`src/hw/rtl/tlef_pkg.sv`:
```
// ----------------------------------------------------------------------------
// tlef_pkg
// Shared types and constants for the text line number and escape filter.
// ----------------------------------------------------------------------------
package tlef_pkg;

  localparam int NUMBER_DIGITS_DEF = 10;
  localparam int MIN_COLUMNS       = 6;

  localparam int CFG_IDX_W  = 3;
  localparam int CFG_DATA_W = 2;
  localparam int CNT_W      = 5;
  localparam int PAD_W      = 3;
  localparam int BLEN_W     = 3;

  localparam logic [CFG_IDX_W-1:0] REG_NUMBER_MODE      = 3'd0;
  localparam logic [CFG_IDX_W-1:0] REG_SHOW_NONPRINTING = 3'd1;
  localparam logic [CFG_IDX_W-1:0] REG_TAB_CARET        = 3'd2;
  localparam logic [CFG_IDX_W-1:0] REG_END_MARK         = 3'd3;
  localparam logic [CFG_IDX_W-1:0] REG_SQUEEZE_BLANK    = 3'd4;

  localparam logic [1:0] NUM_NONE     = 2'd0;
  localparam logic [1:0] NUM_ALL      = 2'd1;
  localparam logic [1:0] NUM_NONBLANK = 2'd2;
  localparam logic [1:0] NUM_SPARE    = 2'd3;

  localparam logic [1:0] LP_TEXT   = 2'd0;
  localparam logic [1:0] LP_START  = 2'd1;
  localparam logic [1:0] LP_BLANK1 = 2'd2;
  localparam logic [1:0] LP_BLANKN = 2'd3;

  localparam logic [7:0] CH_TAB    = 8'h09;
  localparam logic [7:0] CH_NL     = 8'h0A;
  localparam logic [7:0] CH_SPACE  = 8'h20;
  localparam logic [7:0] CH_DOLLAR = 8'h24;
  localparam logic [7:0] CH_MINUS  = 8'h2D;
  localparam logic [7:0] CH_QMARK  = 8'h3F;
  localparam logic [7:0] CH_M      = 8'h4D;
  localparam logic [7:0] CH_CARET  = 8'h5E;
  localparam logic [7:0] CH_DEL    = 8'h7F;
  localparam logic [3:0] DIGIT_HI  = 4'h3;

  typedef enum logic [2:0] {
    ST_IDLE,
    ST_PREP,
    ST_PAD,
    ST_DIGIT,
    ST_TAB,
    ST_DOLLAR,
    ST_BODY
  } state_t;

  typedef enum logic [2:0] {
    SRC_SPACE,
    SRC_DIGIT,
    SRC_TAB,
    SRC_DOLLAR,
    SRC_BODY
  } src_t;

  typedef struct packed {
    logic             load;
    logic             incr;
    logic             emit;
    logic             last;
    src_t             sel;
    logic [CNT_W-1:0] idx;
  } ctl_cmd_t;

  typedef struct packed {
    logic              do_num;
    logic              do_dollar;
    logic [BLEN_W-1:0] body_len;
    logic [CNT_W-1:0]  num_len;
    logic [PAD_W-1:0]  pad_len;
    logic              out_free;
  } dp_status_t;

endpackage

```
`src/hw/rtl/tlef_ctrl.sv`:
```
// ----------------------------------------------------------------------------
// tlef_ctrl
// Sequencer: accepts a word, then steps through pad, digits, tab, dollar
// and body bytes, one output word per cycle when the output register frees.
// ----------------------------------------------------------------------------
module tlef_ctrl (
  input  logic                clk,
  input  logic                rst_n,
  input  logic                in_valid,
  output logic                in_ready,
  input  tlef_pkg::dp_status_t sts,
  output tlef_pkg::ctl_cmd_t   cmd
);
  import tlef_pkg::*;

  state_t           state_r, state_nxt;
  logic [CNT_W-1:0] cnt_r, cnt_nxt;

  always_ff @(posedge clk) begin
    if (!rst_n) begin
      state_r <= ST_IDLE;
      cnt_r   <= '0;
    end else begin
      state_r <= state_nxt;
      cnt_r   <= cnt_nxt;
    end
  end

  always_comb begin
    state_nxt = state_r;
    cnt_nxt   = cnt_r;
    in_ready  = 1'b0;
    cmd.load  = 1'b0;
    cmd.incr  = 1'b0;
    cmd.emit  = 1'b0;
    cmd.last  = 1'b0;
    cmd.sel   = SRC_SPACE;
    cmd.idx   = cnt_r;
    case (state_r)
      ST_IDLE: begin
        in_ready = 1'b1;
        if (in_valid) begin
          cmd.load  = 1'b1;
          state_nxt = ST_PREP;
        end
      end
      ST_PREP: begin
        cnt_nxt = '0;
        if (sts.do_num) begin
          cmd.incr  = 1'b1;
          state_nxt = ST_PAD;
        end else if (sts.do_dollar) begin
          state_nxt = ST_DOLLAR;
        end else if (sts.body_len != '0) begin
          state_nxt = ST_BODY;
        end else begin
          state_nxt = ST_IDLE;
        end
      end
      ST_PAD: begin
        if (cnt_r >= {{(CNT_W-PAD_W){1'b0}}, sts.pad_len}) begin
          cnt_nxt   = sts.num_len - CNT_W'(1);
          state_nxt = ST_DIGIT;
        end else if (sts.out_free) begin
          cmd.emit = 1'b1;
          cmd.sel  = SRC_SPACE;
          cnt_nxt  = cnt_r + CNT_W'(1);
        end
      end
      ST_DIGIT: begin
        cmd.sel = SRC_DIGIT;
        if (sts.out_free) begin
          cmd.emit = 1'b1;
          if (cnt_r == '0) begin
            state_nxt = ST_TAB;
          end else begin
            cnt_nxt = cnt_r - CNT_W'(1);
          end
        end
      end
      ST_TAB: begin
        cmd.sel  = SRC_TAB;
        cmd.last = !sts.do_dollar && (sts.body_len == '0);
        if (sts.out_free) begin
          cmd.emit = 1'b1;
          cnt_nxt  = '0;
          if (sts.do_dollar) begin
            state_nxt = ST_DOLLAR;
          end else if (sts.body_len != '0) begin
            state_nxt = ST_BODY;
          end else begin
            state_nxt = ST_IDLE;
          end
        end
      end
      ST_DOLLAR: begin
        cmd.sel  = SRC_DOLLAR;
        cmd.last = (sts.body_len == '0);
        if (sts.out_free) begin
          cmd.emit  = 1'b1;
          cnt_nxt   = '0;
          state_nxt = (sts.body_len == '0) ? ST_IDLE : ST_BODY;
        end
      end
      ST_BODY: begin
        cmd.sel  = SRC_BODY;
        cmd.last = (cnt_r == ({2'b0, sts.body_len} - CNT_W'(1)));
        if (sts.out_free) begin
          cmd.emit = 1'b1;
          if (cmd.last) begin
            state_nxt = ST_IDLE;
          end else begin
            cnt_nxt = cnt_r + CNT_W'(1);
          end
        end
      end
      default: begin
        state_nxt = ST_IDLE;
      end
    endcase
  end

endmodule

```
`src/hw/rtl/tlef_dp.sv`:
```
// ----------------------------------------------------------------------------
// tlef_dp
// Datapath: option registers, line position, BCD line counter, rendered
// body bytes and the output register.
// ----------------------------------------------------------------------------
module tlef_dp #(
  parameter int NUMBER_DIGITS = tlef_pkg::NUMBER_DIGITS_DEF
) (
  input  logic                           clk,
  input  logic                           rst_n,
  input  logic                           cfg_we,
  input  logic [tlef_pkg::CFG_IDX_W-1:0]  cfg_index,
  input  logic [tlef_pkg::CFG_DATA_W-1:0] cfg_wdata,
  input  logic [7:0]                     in_byte,
  input  logic                           in_file_start,
  input  logic                           out_ready,
  output logic                           out_valid,
  output logic [7:0]                     out_byte,
  output logic                           out_last,
  input  tlef_pkg::ctl_cmd_t              cmd,
  output tlef_pkg::dp_status_t            sts
);
  import tlef_pkg::*;

  localparam int DIG_W = $clog2(NUMBER_DIGITS);

  logic [1:0] number_mode_r;
  logic       show_np_r, tab_caret_r, end_mark_r, squeeze_r;
  logic [1:0] line_pos_r, line_pos_nxt;
  logic [3:0] bcd_r [NUMBER_DIGITS];
  logic [3:0] bcd_nxt [NUMBER_DIGITS];
  logic [7:0] body_r [4];
  logic [7:0] body_nxt [4];
  logic [BLEN_W-1:0] body_len_r, body_len_nxt;
  logic       do_num_r, do_num_nxt, do_dollar_r, do_dollar_nxt;
  logic       out_valid_r;
  logic [7:0] out_byte_r, out_byte_nxt;
  logic       out_last_r;
  logic [1:0] lp0;
  logic       is_nl, drop;
  logic [6:0] lo;
  logic [NUMBER_DIGITS:0] carry;
  logic       all_nines;
  logic [CNT_W-1:0] num_len;

  // option registers
  always_ff @(posedge clk) begin
    if (!rst_n) begin
      number_mode_r <= NUM_NONE;
      show_np_r     <= 1'b0;
      tab_caret_r   <= 1'b0;
      end_mark_r    <= 1'b0;
      squeeze_r     <= 1'b0;
    end else if (cfg_we) begin
      case (cfg_index)
        REG_NUMBER_MODE:      number_mode_r <= cfg_wdata;
        REG_SHOW_NONPRINTING: show_np_r     <= cfg_wdata[0];
        REG_TAB_CARET:        tab_caret_r   <= cfg_wdata[0];
        REG_END_MARK:         end_mark_r    <= cfg_wdata[0];
        REG_SQUEEZE_BLANK:    squeeze_r     <= cfg_wdata[0];
        default: ;
      endcase
    end
  end

  // decode of the accepted word
  always_comb begin
    lp0           = in_file_start ? LP_START : line_pos_r;
    is_nl         = (in_byte == CH_NL);
    drop          = 1'b0;
    lo            = in_byte[6:0];
    line_pos_nxt  = LP_TEXT;
    do_num_nxt    = 1'b0;
    do_dollar_nxt = 1'b0;
    body_len_nxt  = BLEN_W'(1);
    for (int i = 0; i < 4; i++) begin
      body_nxt[i] = in_byte;
    end
    if (is_nl) begin
      if (lp0 >= LP_BLANK1) begin
        line_pos_nxt = LP_BLANKN;
        drop         = squeeze_r;
      end else if (lp0 == LP_START) begin
        line_pos_nxt = LP_BLANK1;
      end else begin
        line_pos_nxt = LP_START;
      end
      do_num_nxt    = !drop && (line_pos_nxt >= LP_BLANK1) && (number_mode_r == NUM_ALL);
      do_dollar_nxt = !drop && end_mark_r;
      body_len_nxt  = drop ? '0 : BLEN_W'(1);
    end else begin
      do_num_nxt = (lp0 != LP_TEXT) && (number_mode_r != NUM_NONE);
      if (show_np_r) begin
        if (in_byte < 8'd32) begin
          if (!(in_byte == CH_TAB && !tab_caret_r)) begin
            body_nxt[0]  = CH_CARET;
            body_nxt[1]  = in_byte + 8'd64;
            body_len_nxt = BLEN_W'(2);
          end
        end else if (in_byte == CH_DEL) begin
          body_nxt[0]  = CH_CARET;
          body_nxt[1]  = CH_QMARK;
          body_len_nxt = BLEN_W'(2);
        end else if (in_byte[7]) begin
          body_nxt[0] = CH_M;
          body_nxt[1] = CH_MINUS;
          if (lo < 7'd32) begin
            body_nxt[2]  = CH_CARET;
            body_nxt[3]  = {1'b0, lo} + 8'd64;
            body_len_nxt = BLEN_W'(4);
          end else if (lo < 7'd127) begin
            body_nxt[2]  = {1'b0, lo};
            body_len_nxt = BLEN_W'(3);
          end else begin
            body_nxt[2]  = CH_CARET;
            body_nxt[3]  = CH_QMARK;
            body_len_nxt = BLEN_W'(4);
          end
        end
      end else if (in_byte == CH_TAB && tab_caret_r) begin
        body_nxt[0]  = CH_CARET;
        body_nxt[1]  = in_byte + 8'd64;
        body_len_nxt = BLEN_W'(2);
      end
    end
  end

  always_ff @(posedge clk) begin
    if (!rst_n) begin
      line_pos_r  <= LP_START;
      do_num_r    <= 1'b0;
      do_dollar_r <= 1'b0;
      body_len_r  <= '0;
    end else if (cmd.load) begin
      line_pos_r  <= line_pos_nxt;
      do_num_r    <= do_num_nxt;
      do_dollar_r <= do_dollar_nxt;
      body_len_r  <= body_len_nxt;
    end
  end

  always_ff @(posedge clk) begin
    if (cmd.load) begin
      for (int i = 0; i < 4; i++) begin
        body_r[i] <= body_nxt[i];
      end
    end
  end

  // saturating BCD increment
  always_comb begin
    carry[0]  = 1'b1;
    all_nines = 1'b1;
    for (int i = 0; i < NUMBER_DIGITS; i++) begin
      carry[i+1] = carry[i] && (bcd_r[i] >= 4'd9);
      if (bcd_r[i] != 4'd9) begin
        all_nines = 1'b0;
      end
    end
    for (int i = 0; i < NUMBER_DIGITS; i++) begin
      if (all_nines || !carry[i]) begin
        bcd_nxt[i] = bcd_r[i];
      end else if (bcd_r[i] >= 4'd9) begin
        bcd_nxt[i] = 4'd0;
      end else begin
        bcd_nxt[i] = bcd_r[i] + 4'd1;
      end
    end
  end

  always_ff @(posedge clk) begin
    if (!rst_n) begin
      for (int i = 0; i < NUMBER_DIGITS; i++) begin
        bcd_r[i] <= 4'd0;
      end
    end else if (cmd.incr) begin
      for (int i = 0; i < NUMBER_DIGITS; i++) begin
        bcd_r[i] <= bcd_nxt[i];
      end
    end
  end

  always_comb begin
    num_len = CNT_W'(1);
    for (int i = 0; i < NUMBER_DIGITS; i++) begin
      if (bcd_r[i] != 4'd0) begin
        num_len = CNT_W'(i + 1);
      end
    end
  end

  // output register
  always_comb begin
    case (cmd.sel)
      SRC_SPACE:  out_byte_nxt = CH_SPACE;
      SRC_DIGIT:  out_byte_nxt = {DIGIT_HI, bcd_r[cmd.idx[DIG_W-1:0]]};
      SRC_TAB:    out_byte_nxt = CH_TAB;
      SRC_DOLLAR: out_byte_nxt = CH_DOLLAR;
      SRC_BODY:   out_byte_nxt = body_r[cmd.idx[1:0]];
      default:    out_byte_nxt = CH_SPACE;
    endcase
  end

  always_ff @(posedge clk) begin
    if (!rst_n) begin
      out_valid_r <= 1'b0;
    end else if (cmd.emit) begin
      out_valid_r <= 1'b1;
    end else if (out_ready) begin
      out_valid_r <= 1'b0;
    end
  end

  always_ff @(posedge clk) begin
    if (cmd.emit) begin
      out_byte_r <= out_byte_nxt;
      out_last_r <= cmd.last;
    end
  end

  assign out_valid = out_valid_r;
  assign out_byte  = out_byte_r;
  assign out_last  = out_last_r;

  always_comb begin
    sts.do_num    = do_num_r;
    sts.do_dollar = do_dollar_r;
    sts.body_len  = body_len_r;
    sts.num_len   = num_len;
    sts.pad_len   = (num_len < CNT_W'(MIN_COLUMNS)) ?
                    PAD_W'(CNT_W'(MIN_COLUMNS) - num_len) : '0;
    sts.out_free  = !out_valid_r || out_ready;
  end

endmodule

```
`src/hw/rtl/text_line_number_and_escape_filter.sv`:
```
// ----------------------------------------------------------------------------
// text_line_number_and_escape_filter
// Renders a raw text byte stream with optional line numbers and escapes.
// ----------------------------------------------------------------------------
// One input word is taken at a time. Its setup passes through accept and
// decode, and through a turn from padding to digits when a line number is
// due, then one output word per cycle while the output register is free:
// up to 15 for a numbered line start, otherwise one to four.
// The output register takes the next word whenever it is empty or being
// read, so the output channel sets the pace. A dropped repeated blank line
// passes through accept and decode and gives no output. The BCD line
// counter survives in_file_start and saturates at all nines.
module text_line_number_and_escape_filter #(
  parameter int NUMBER_DIGITS = tlef_pkg::NUMBER_DIGITS_DEF
) (
  input  logic                           clk,
  input  logic                           rst_n,
  input  logic                           cfg_we,
  input  logic [tlef_pkg::CFG_IDX_W-1:0]  cfg_index,
  input  logic [tlef_pkg::CFG_DATA_W-1:0] cfg_wdata,
  input  logic                           in_valid,
  output logic                           in_ready,
  input  logic [7:0]                     in_byte,
  input  logic                           in_file_start,
  output logic                           out_valid,
  input  logic                           out_ready,
  output logic [7:0]                     out_byte,
  output logic                           out_last
);
  import tlef_pkg::*;

  ctl_cmd_t   cmd;
  dp_status_t sts;

  tlef_ctrl u_ctrl (
    .clk      (clk),
    .rst_n    (rst_n),
    .in_valid (in_valid),
    .in_ready (in_ready),
    .sts      (sts),
    .cmd      (cmd)
  );

  tlef_dp #(
    .NUMBER_DIGITS (NUMBER_DIGITS)
  ) u_dp (
    .clk           (clk),
    .rst_n         (rst_n),
    .cfg_we        (cfg_we),
    .cfg_index     (cfg_index),
    .cfg_wdata     (cfg_wdata),
    .in_byte       (in_byte),
    .in_file_start (in_file_start),
    .out_ready     (out_ready),
    .out_valid     (out_valid),
    .out_byte      (out_byte),
    .out_last      (out_last),
    .cmd           (cmd),
    .sts           (sts)
  );

endmodule
```
`config.mk`:
```
export PLATFORM = sky130hd
export DESIGN_NAME = text_line_number_and_escape_filter
export DESIGN_NICKNAME = d
export VERILOG_FILES = /design/src/hw/rtl/tlef_pkg.sv /design/src/hw/rtl/tlef_ctrl.sv /design/src/hw/rtl/tlef_dp.sv /design/src/hw/rtl/text_line_number_and_escape_filter.sv
export SDC_FILE = /design/constraint.sdc
export NUM_CORES = 1
export LEC_CHECK = 0
export BUFFER_PORTS_ARGS = -buffer_cell sky130_fd_sc_hd__buf_2
export CAP_MARGIN = 20
export CORE_UTILIZATION = 45
export DETAILED_ROUTE_END_ITERATION = 8
export PLACE_DENSITY = 0.62
export REMOVE_ABC_BUFFERS = 1
export SKIP_CTS_REPAIR_TIMING = 1
export SLEW_MARGIN = 20
export SYNTH_ARGS = -nofsm -noshare
export SYNTH_HDL_FRONTEND = slang
export SYNTH_SLANG_ARGS = --single-unit
export TNS_END_PERCENT = 100
```
`constraint.sdc`:
```
create_clock -name clk -period 5.1 [get_ports clk]
set_input_delay 0.765 -clock clk [delete_from_list [all_inputs] [get_ports clk]]
set_output_delay 0.765 -clock clk [all_outputs]
set_load 0.01 [all_outputs]
```
==> results_dict.tcl, run 1 <==
set metrics [dict create \
    path_clk_slew_ns 0.07 \
    fin_ws_ns 0.617 \
    io_pins 30 \
    worstPathArrival_ns 4.56 \
    critPathMaxFanout 10 \
    ff_latch_area_sq_um 2950 \
    fp.dieArea_sq_um 15600 \
    endpoint_kind "flop" \
    multiInputGateArea_sq_um 3540 \
    synthArstFlopShare_pct 0 \
    rsz0062_at_grt "no" \
    avgSynthCellArea_sq_um 9.96 \
    cts_buffers 9 \
    detailedRoute.firstIterationViolations 345 \
    vias 5247 \
    diodes 0 \
    drc 2 \
    synth_top_family_by_area "simple AND/OR/NAND/NOR gates" \
    drv_cap 0 \
    gp_congestion 0.911 \
    grt.total_usage_pct 22.0 \
    combPwrFrac_pct 13.1 \
    power_frac_clock_pct 34.4 \
    finalCriticalPeriod_ns 4.48 \
    core_area_sq_um 14600 \
    synthAdderAreaFrac_pct 8.30 \
    fillers 1359 \
    synth_commonest_cells "81 x edfxtp_1, 73 x nor2_1, 55 x nand2_1" \
    yosys_register_bits 107 \
    via_per_inst 5.94 \
    grt_pass1_vias 5064 \
    p_int_w 0.00146 \
    status "finished, violations left" \
    drtAntennaViolNets 0 \
    start_util_pct 46.3 \
    netSwitchingFraction_pct 27.2 \
    die_w_um 125 \
    synth.distinct_cells 69 \
    synthMuxAreaShare_pct 7.03 \
    grt_pass1_wl_mm 26.9 \
    nets 758 \
    violations "design-rule violations" \
    fin_crit_sh_pct 87.9 \
    max_freq_mhz 223 \
    syn_inst 681 \
    drive_above_1_share_pct 11.4 \
    synth_top_area_share_pct 35.9 \
    dp_slack_ns 0.654 \
    die_height_um 125 \
    grt_overflow 0 \
    utilization_pct 50.3 \
    area_delta_synth_final_pct 8.50 \
    grt_max_degree 33 \
    p_sw_w 0.000544 \
    maxSlewHeadroom_pct 33.9 \
    clk_latency_ns 0.36 \
    ir_drop_v 0.000238 \
    num_rows 44 \
    power.density_nw_per_um2 272 \
    h-tree-depth 3 \
    grt_antenna_before_repair 0 \
    finalHoldViolCount 0 \
    synth-simple-area-share_pct 18.8 \
    clockRootBuffer "clkbuf_16" \
    worst_slew_pin_slew_ns 0.990 \
    ys_seq_area_share_pct 43.5 \
    synthFlopType "edfxtp_1" \
    start_kind "flop" \
    slew_violations 0 \
    synth-compound-area-share_pct 14.5 \
    min_path_type "reg -> reg" \
    seqPwrFrac_pct 52.5 \
    yosysWarnings 0 \
    setup_viol 0 \
    port_buffers 29 \
    drt_wl_total_mm 16.5 \
    synthesis.area_sq_um 6780 \
    cts_buffer_depth 2 \
    required_ns 5.17 \
    drt_pass1_iterations 6 \
    cts_tree "done" \
    worstSetupPathType "reg -> reg" \
    synthMostInstantiatedCell "edfxtp_1" \
    finalClockSkew_ns 0.0104 \
    p_leak_nw 2.67 \
    synth_edf_count 81 \
    dp_hpwl_mm 12.2 \
    yosys-top-cells-area "edfxtp_1 36%, ha_1 8.3%, dfxtp_1 7.7%" \
    synth_xor_area_share_pct 3.49 \
    setup_tns_ns 0 \
    cts.sinks 107 \
    wl_per_cell_um 18.7 \
    synth.largest_area_cell "edfxtp_1" \
]
-- sequential cells by signal, indices dropped and copies added (netlist names), named ones only --
signal	flops
u_dp.body_r	32
u_dp.out_byte	8
u_dp.do_dollar_r	1
u_dp.show_np_r	1
u_dp.out_valid	1
u_ctrl.state_r	3
u_dp.line_pos_r	2
u_dp.tab_caret_r	1
u_dp.do_num_r	1
u_dp.number_mode_r	2
u_dp.body_len_r	3
u_ctrl.cnt_r	5
u_dp.bcd_r	40
u_dp.out_last	1
u_dp.end_mark_r	1
u_dp.squeeze_r	1
-- layout by cell type (no fill, tap or decap), types with 9 or more instances in the layout --
master,count
nor2_1,73
mux4_2,15
buf_2,29
dfxtp_1,26
o31ai_1,9
clkbuf_16,9
nand2b_1,12
mux2i_1,9
nand2_1,55
a21oi_1,34
ha_1,45
and3_1,12
edfxtp_1,81
xor2_1,13
inv_1,41
o21ai_0,40
nand3_1,24
xnor2_1,14
-- through the flow --
stage,instances,instance area (sq um),hold slack (ns),power [W]
after floorplan,648,6650,0.455,0.00123
after global placement,867,7070,0.474,0.00132
after detailed placement,867,7070,0.485,0.00133
after CTS,883,7360,0.506,0.00201
after global routing,883,7360,0.544,0.00208
final,883,7360,0.500,0.00200
-- power by group through the flow --
| stage | Sequential (W) | Clock (W) | Combinational (W) |
|---|---|---|---|
| 3_5_place_dp | 0.00107 | 0 | 0.000260 |
| 6_report | 0.00105 | 0.000688 | 0.000262 |
| 4_1_cts | 0.00105 | 0.000697 | 0.000261 |
| 2_1_floorplan | 0.00106 | 0 | 0.000178 |
| 3_3_place_gp | 0.00107 | 0 | 0.000255 |
| 5_1_grt | 0.00106 | 0.000732 | 0.000289 |
-- final cells by class --
type	instances	area share (%)
clock buffer	11	3.43
sequential	107	40.1
multi-input combinational	498	48.1
clock inverter	5	0.442
tap	184	3.13
inverter	43	2.19
timing repair buffer	35	2.58
-- cells by family (layout without fill, tap and decap cells) --
family / Yosys count / after routing
muxes: 27 / 27
and+or+nand+nor: 248 / 248
buffers and inverters: 76 / 94
xor gates and xnor gates: 27 / 27
AOI/OAI and AO/OA: 151 / 151
DFF: 107 / 107
adders and majority gates: 45 / 45
-- worst max-delay path, cell delays in order, from the launching register on --
cell,delay (ns)
edfxtp_1,0.48
inv_1,0.10
ha_1,0.16
nor3b_1,0.47
o31ai_1,0.16
a41oi_1,0.33
inv_1,0.11
ha_1,0.31
or3_1,0.37
ha_1,0.27
o21ai_0,0.15
o21ai_1,0.08
buf_4,0.18
a211o_1,0.36
nor2_1,0.42
buf_4,0.24
-- layer usage --
metal / global-route usage, % / vias to the layer above / routed length, um
li1: - / 2550 / -
met1: 29.3 / 2534 / 7420
met2: 37.3 / 142 / 8030
met3: 2.49 / 21 / 804
met4: 7.04 / 0 / 279
met5: 0 / - / 0
-- final timing paths --
path / start / to / slack [ns] / cells past startpoint
max: u_dp.bcd_r[9][0]$_SDFFCE_PP0P_ / u_dp.out_byte[0]$_DFFE_PP_ / 0.62 / 15
min: u_dp.body_len_r[0]$_SDFFE_PN0P_ / u_dp.body_len_r[0]$_SDFFE_PN0P_ / 0.50 / 2
max reg2reg: u_dp.bcd_r[9][0]$_SDFFCE_PP0P_ / u_dp.out_byte[0]$_DFFE_PP_ / 0.62 / 15
min reg2reg: u_dp.body_len_r[0]$_SDFFE_PN0P_ / u_dp.body_len_r[0]$_SDFFE_PN0P_ / 0.50 / 2
(Power assumes the default switching activity.)
==> run 2: changes to the inputs <==
CORE_MARGIN = 4   (was default)
==> results_dict.tcl, run 2 (synthesis results as in run 1) <==
set metrics [dict create \
    status "completed" \
    whs_ns 0.521 \
    worst_slew_pin_slew_ns 0.858 \
    critPathMaxFanout 10 \
    core_area_sq_um 14600 \
    vias 5236 \
    gp_congestion 0.944 \
    drtAntennaViolNets 0 \
    finalClockSkew_ns 0.0122 \
    required_ns 5.32 \
    drive_above_1_share_pct 11.4 \
    largest_reg_flops 40 \
    drc 0 \
    drv_cap 0 \
    wl_per_cell_um 18.3 \
    min_path_type "reg -> reg" \
    utilization_pct 50.3 \
    drt_pass1_iterations 5 \
    clockRootBuffer "clkbuf_16" \
    grt.total_usage_pct 19.8 \
    fin_crit_sh_pct 88.9 \
    port_buffers 29 \
    most-common-layout-cells "81 x edfxtp_1, 73 x nor2_1, 55 x nand2_1" \
    die_w_um 131 \
    worstPathArrival_ns 4.75 \
    start_kind "flop" \
    area_delta_synth_final_pct 8.65 \
    fin_area_sq_um 7370 \
    cts_tree "done" \
    num_rows 44 \
    cts.sinks 107 \
    endpoint_kind "flop" \
    p_leak_nw 2.67 \
    via_per_inst 5.93 \
    cts_buffer_depth 2 \
    die_height_um 131 \
    start_util_pct 46.3 \
    grt_max_degree 34 \
    cts_buffers 9 \
    layoutNonFillerInstCount 883 \
    placed_cells 867 \
    grt_overflow 0 \
    setup_tns_ns 0 \
    final_common_cell "edfxtp_1" \
    slew_violations 0 \
    finalHoldViolCount 0 \
    largest-register "u_dp.bcd_r" \
    fp.dieArea_sq_um 17100 \
    detailedRoute.firstIterationViolations 400 \
    grt_antenna_before_repair 0 \
    clk_latency_ns 0.36 \
    io_pins 30 \
    maxSlewHeadroom_pct 42.7 \
    drt_wl_total_mm 16.2 \
    grt_pass1_vias 5052 \
    path_clk_slew_ns 0.08 \
    h-tree-depth 3 \
    nets 758 \
    rsz0062_at_grt "no" \
    power.density_nw_per_um2 273 \
    place_area_sq_um 7070 \
    worstSetupPathType "reg -> reg" \
    max_freq_mhz 221 \
    grt_pass1_wl_mm 26.5 \
    diodes 0 \
    dp_hpwl_mm 12.1 \
    ir_drop_v 0.000151 \
    setup_viol 0 \
    finalCriticalPeriod_ns 4.53 \
]
[run 2: stage by stage]
stage	setup slack, ns	total power [W]
finish	0.566	0.00201
global placement	0.807	0.00132
global route	0.143	0.00210
CTS	0.607	0.00203
detailed placement	0.633	0.00133
floorplan	1.14	0.00123
[run 2: cell type report]
class | count | area (sq um)
Clock buffer | 10 | 239
Inverter | 43 | 161
Fill cell | 1336 | 7270
Tap cell | 184 | 230
Multi-Input combinational cell | 498 | 3540
Clock inverter | 6 | 56.3
Timing Repair Buffer | 35 | 190
Sequential cell | 107 | 2950
[run 2: critical path, stage by stage, from the launching register on]
cell	delay, ns
edfxtp_1	0.48
inv_1	0.09
ha_1	0.16
nor3b_1	0.38
o311ai_0	0.24
a41oi_1	0.38
inv_1	0.10
ha_1	0.29
or3_1	0.38
ha_1	0.28
o21ai_0	0.07
o21ai_1	0.60
a211o_1	0.33
o21ai_2	0.13
o311ai_0	0.34
o41ai_1	0.13
[run 2: worst paths after layout]
| kind | cells past startpoint | endpoint | from | slack (ns) |
|---|---|---|---|---|
| hold / removal | 2 | u_dp.body_len_r[0]$_SDFFE_PN0P_ | u_dp.body_len_r[0]$_SDFFE_PN0P_ | 0.52 |
| setup / recovery | 15 | u_ctrl.cnt_r[4]$_SDFFE_PN0P_ | u_dp.bcd_r[5][0]$_SDFFCE_PP0P_ | 0.57 |
| setup reg to reg | 15 | u_ctrl.cnt_r[4]$_SDFFE_PN0P_ | u_dp.bcd_r[5][0]$_SDFFCE_PP0P_ | 0.57 |
| hold reg to reg | 2 | u_dp.body_len_r[0]$_SDFFE_PN0P_ | u_dp.body_len_r[0]$_SDFFE_PN0P_ | 0.52 |
[run 2: layer usage]
metal  vias to the layer above  GRT usage [%]  wire length, um
met2                       136           32.6             7800
met3                        23           2.32              703
met5                         -              0                0
met1                      2533           27.0             7310
li1                       2544              -                -
met4                         0           7.62              365
[run 2: report_power, final]
part	switching, W	leakage [nW]	total, W	internal [W]
registers	0.0000543	1.00	0.00105	0.000997
clock network	0.000343	0.148	0.000699	0.000356
logic	0.000159	1.52	0.000259	0.000100
total	0.000556	2.67	0.00201	0.00145
==> run 3: changes to the inputs <==
SYNTH_HIERARCHICAL = 1   (was default)
==> results_dict.tcl, run 3 <==
set metrics [dict create \
    port_buffers 29 \
    min_path_type "reg -> reg" \
    netSwitchingFraction_pct 30.9 \
    cts.sinks 103 \
    nets 757 \
    crit_top_cell "ha_1" \
    fin_crit_sh_pct 83.1 \
    yosys-top-cells-area "edfxtp_1 35%, ha_1 9.4%, dfxtp_1 6.3%" \
    finalClockSkew_ns 0.0122 \
    avgSynthCellArea_sq_um 10.4 \
    area_delta_synth_final_pct 8.08 \
    path_clk_slew_ns 0.08 \
    cts_tree "done" \
    critPathSlowestCell "a211oi_1" \
    worstSetupPathType "reg -> reg" \
    clockRootBuffer "clkbuf_16" \
    p_sw_w 0.000779 \
    diodes 0 \
    dp_hpwl_mm 12.2 \
    grt.total_usage_pct 19.1 \
    start_kind "flop" \
    yosys_register_bits 103 \
    cpPeakStageDelay_ns 0.64 \
    synth.largest_area_cell "edfxtp_1" \
    largest_reg_flops 40 \
    die_w_um 132 \
    drive_above_1_share_pct 13.6 \
    num_rows 45 \
    worst_slew_pin_slew_ns 0.969 \
    synthesis.area_sq_um 6960 \
    worstPathArrival_ns 4.54 \
    cts_buffers 9 \
    yosysWarnings 6 \
    setup_tns_ns 0 \
    grt_overflow 0 \
    finalHoldViolCount 0 \
    largest-register "u_dp/bcd_r" \
    wl_per_cell_um 18.6 \
    dp_slack_ns 1.00 \
    synth.distinct_cells 81 \
    maxSlewHeadroom_pct 34.6 \
    synth_top_area_share_pct 35.0 \
    finalCriticalPeriod_ns 4.24 \
    ff_latch_area_sq_um 2870 \
    detailedRoute.firstIterationViolations 706 \
    via_per_inst 6.03 \
    combPwrFrac_pct 23.8 \
    h-tree-depth 3 \
    p_int_w 0.00174 \
    endpoint_kind "flop" \
    synth_edf_count 81 \
    fin_ws_ns 0.864 \
    grt_antenna_before_repair 0 \
    synth_commonest_cells "81 x edfxtp_1, 65 x nor2_1, 52 x ha_1" \
    path_buf_inv 2 \
    die_height_um 132 \
    grt_pass1_vias 5321 \
    fp.dieArea_sq_um 17500 \
    required_ns 5.40 \
    syn_inst 672 \
    utilization_pct 49.6 \
    rsz0062_at_grt "no" \
    drc 0 \
    final_common_cell "edfxtp_1" \
    drt_wl_total_mm 16.3 \
    start_util_pct 45.9 \
    multiInputGateArea_sq_um 3690 \
    core_area_sq_um 15100 \
    setup_viol 0 \
    vias 5300 \
    max_freq_mhz 236 \
    slew_violations 0 \
    power_frac_clock_pct 30.7 \
    drtAntennaViolNets 0 \
    power.density_nw_per_um2 335 \
    clk_latency_ns 0.36 \
    ir_drop_v 0.000273 \
    p_leak_nw 2.77 \
    p_total_w 0.00252 \
    grt_pass1_wl_mm 27.0 \
    cts_buffer_depth 2 \
    most-common-layout-cells "81 x edfxtp_1, 65 x nor2_1, 52 x ha_1" \
    critPathMaxFanout 6 \
    synthFlopType "edfxtp_1" \
    gp_congestion 0.909 \
    synthMostInstantiatedCell "edfxtp_1" \
    io_pins 30 \
    fillers 1345 \
    status "completed" \
    grt_max_degree 44 \
    crit_chain "inv_1 -> ha_1 -> or3b_2 -> o311ai_0 -> ha_1 -> nor2_1 -> inv_1 -> ha_1 -> o21ai_0 -> o211ai_1 -> a32oi_1 -> a211oi_1 -> o21ai_0 -> nand3_1" \
    cp_top_family "compound AO/OA/AOI/OAI gates" \
    synthArstFlopShare_pct 0 \
    seqPwrFrac_pct 45.4 \
    drv_cap 0 \
    ys_seq_area_share_pct 41.3 \
    drt_pass1_iterations 5 \
]
-- run 3: cell types whose count changed after synthesis, moves of 7 or more --
cell      previous run  this run
o21ai_0             40        29
xnor2_1             14        24
a21oi_1             34        16
clkbuf_1            24        15
nand2_1             55        36
nor3_1               6        13
ha_1                45        52
inv_1               41        51
nor2_1              73        65
-- run 3: power groups by stage --
| stage | clock, W | combinational [W] | sequential, W |
|---|---|---|---|
| final | 0.000773 | 0.000600 | 0.00114 |
| after global routing | 0.000828 | 0.000665 | 0.00116 |
| after CTS | 0.000796 | 0.000600 | 0.00114 |
| after detailed placement | 0 | 0.000597 | 0.00116 |
| after global placement | 0 | 0.000591 | 0.00116 |
| after floorplan | 0 | 0.000406 | 0.00115 |
-- run 3: worst register-to-register path, delay by kind of cell (launching register included) --
family / cells / cell delay [ns]
AO/OA/AOI/OAI: 6 / 2.02
adder cells (fa/ha/maj): 3 / 0.80
buffers and inverters: 2 / 0.18
flip-flops: 1 / 0.48
AND/OR/NAND/NOR: 3 / 0.71
-- run 3: kinds of logic (layout without fill, tap and decap cells) --
kind of cell | after synthesis | count (layout) | synth area share (%)
compound gates | 132 | 132 | 13.8
xor+xnor | 32 | 32 | 4.03
fa+ha+maj | 53 | 53 | 9.50
buf+inv | 84 | 103 | 5.65
flops | 103 | 103 | 41.3
mux | 29 | 29 | 7.11
other cells | 1 | 1 | 0.0539
simple gates | 238 | 238 | 18.6
-- run 3: cell type report --
class | count | area share, %
Tap cell | 188 | 3.13
Clock buffer | 9 | 3.00
Multi-Input combinational cell | 485 | 49.2
Sequential cell | 103 | 38.2
Inverter | 52 | 2.60
Clock inverter | 7 | 1.38
Timing Repair Buffer | 35 | 2.53
-- run 3: path summary, 6_finish.rpt --
kind | startpoint | endpoint | slack, ns | cells after the start
worst max-delay path | u_dp/bcd_r[7][0]$_SDFFCE_PP0P_ | u_ctrl/cnt_r[3]$_SDFFE_PN0P_ | 0.86 | 14
worst min-delay path | u_dp/body_len_r[1]$_SDFFE_PN0P_ | u_dp/body_len_r[1]$_SDFFE_PN0P_ | 0.50 | 2
worst max register to register | u_dp/bcd_r[7][0]$_SDFFCE_PP0P_ | u_ctrl/cnt_r[3]$_SDFFE_PN0P_ | 0.86 | 14
worst min register to register | u_dp/body_len_r[1]$_SDFFE_PN0P_ | u_dp/body_len_r[1]$_SDFFE_PN0P_ | 0.50 | 2
-- run 3: through the flow --
step / hold WS, ns / cell area, sq um / instances
after floorplan: 0.464 / 6760 / 640
after global placement: 0.490 / 7180 / 863
after detailed placement: 0.493 / 7180 / 863
after CTS: 0.508 / 7510 / 879
after global routing: 0.534 / 7520 / 879
final: 0.499 / 7520 / 879
-- run 3: routing by layer --
| metal | vias up | share of wire (%) | routed length [um] | track usage, % |
|---|---|---|---|---|
| met5 | - | 0 | 0 | 0 |
| met3 | 36 | 6.3 | 1030 | 3.36 |
| met4 | 0 | 2.1 | 349 | 5.89 |
| met2 | 215 | 47 | 7680 | 30.9 |
| met1 | 2547 | 45 | 7260 | 26.2 |
| li1 | 2502 | - | - | - |
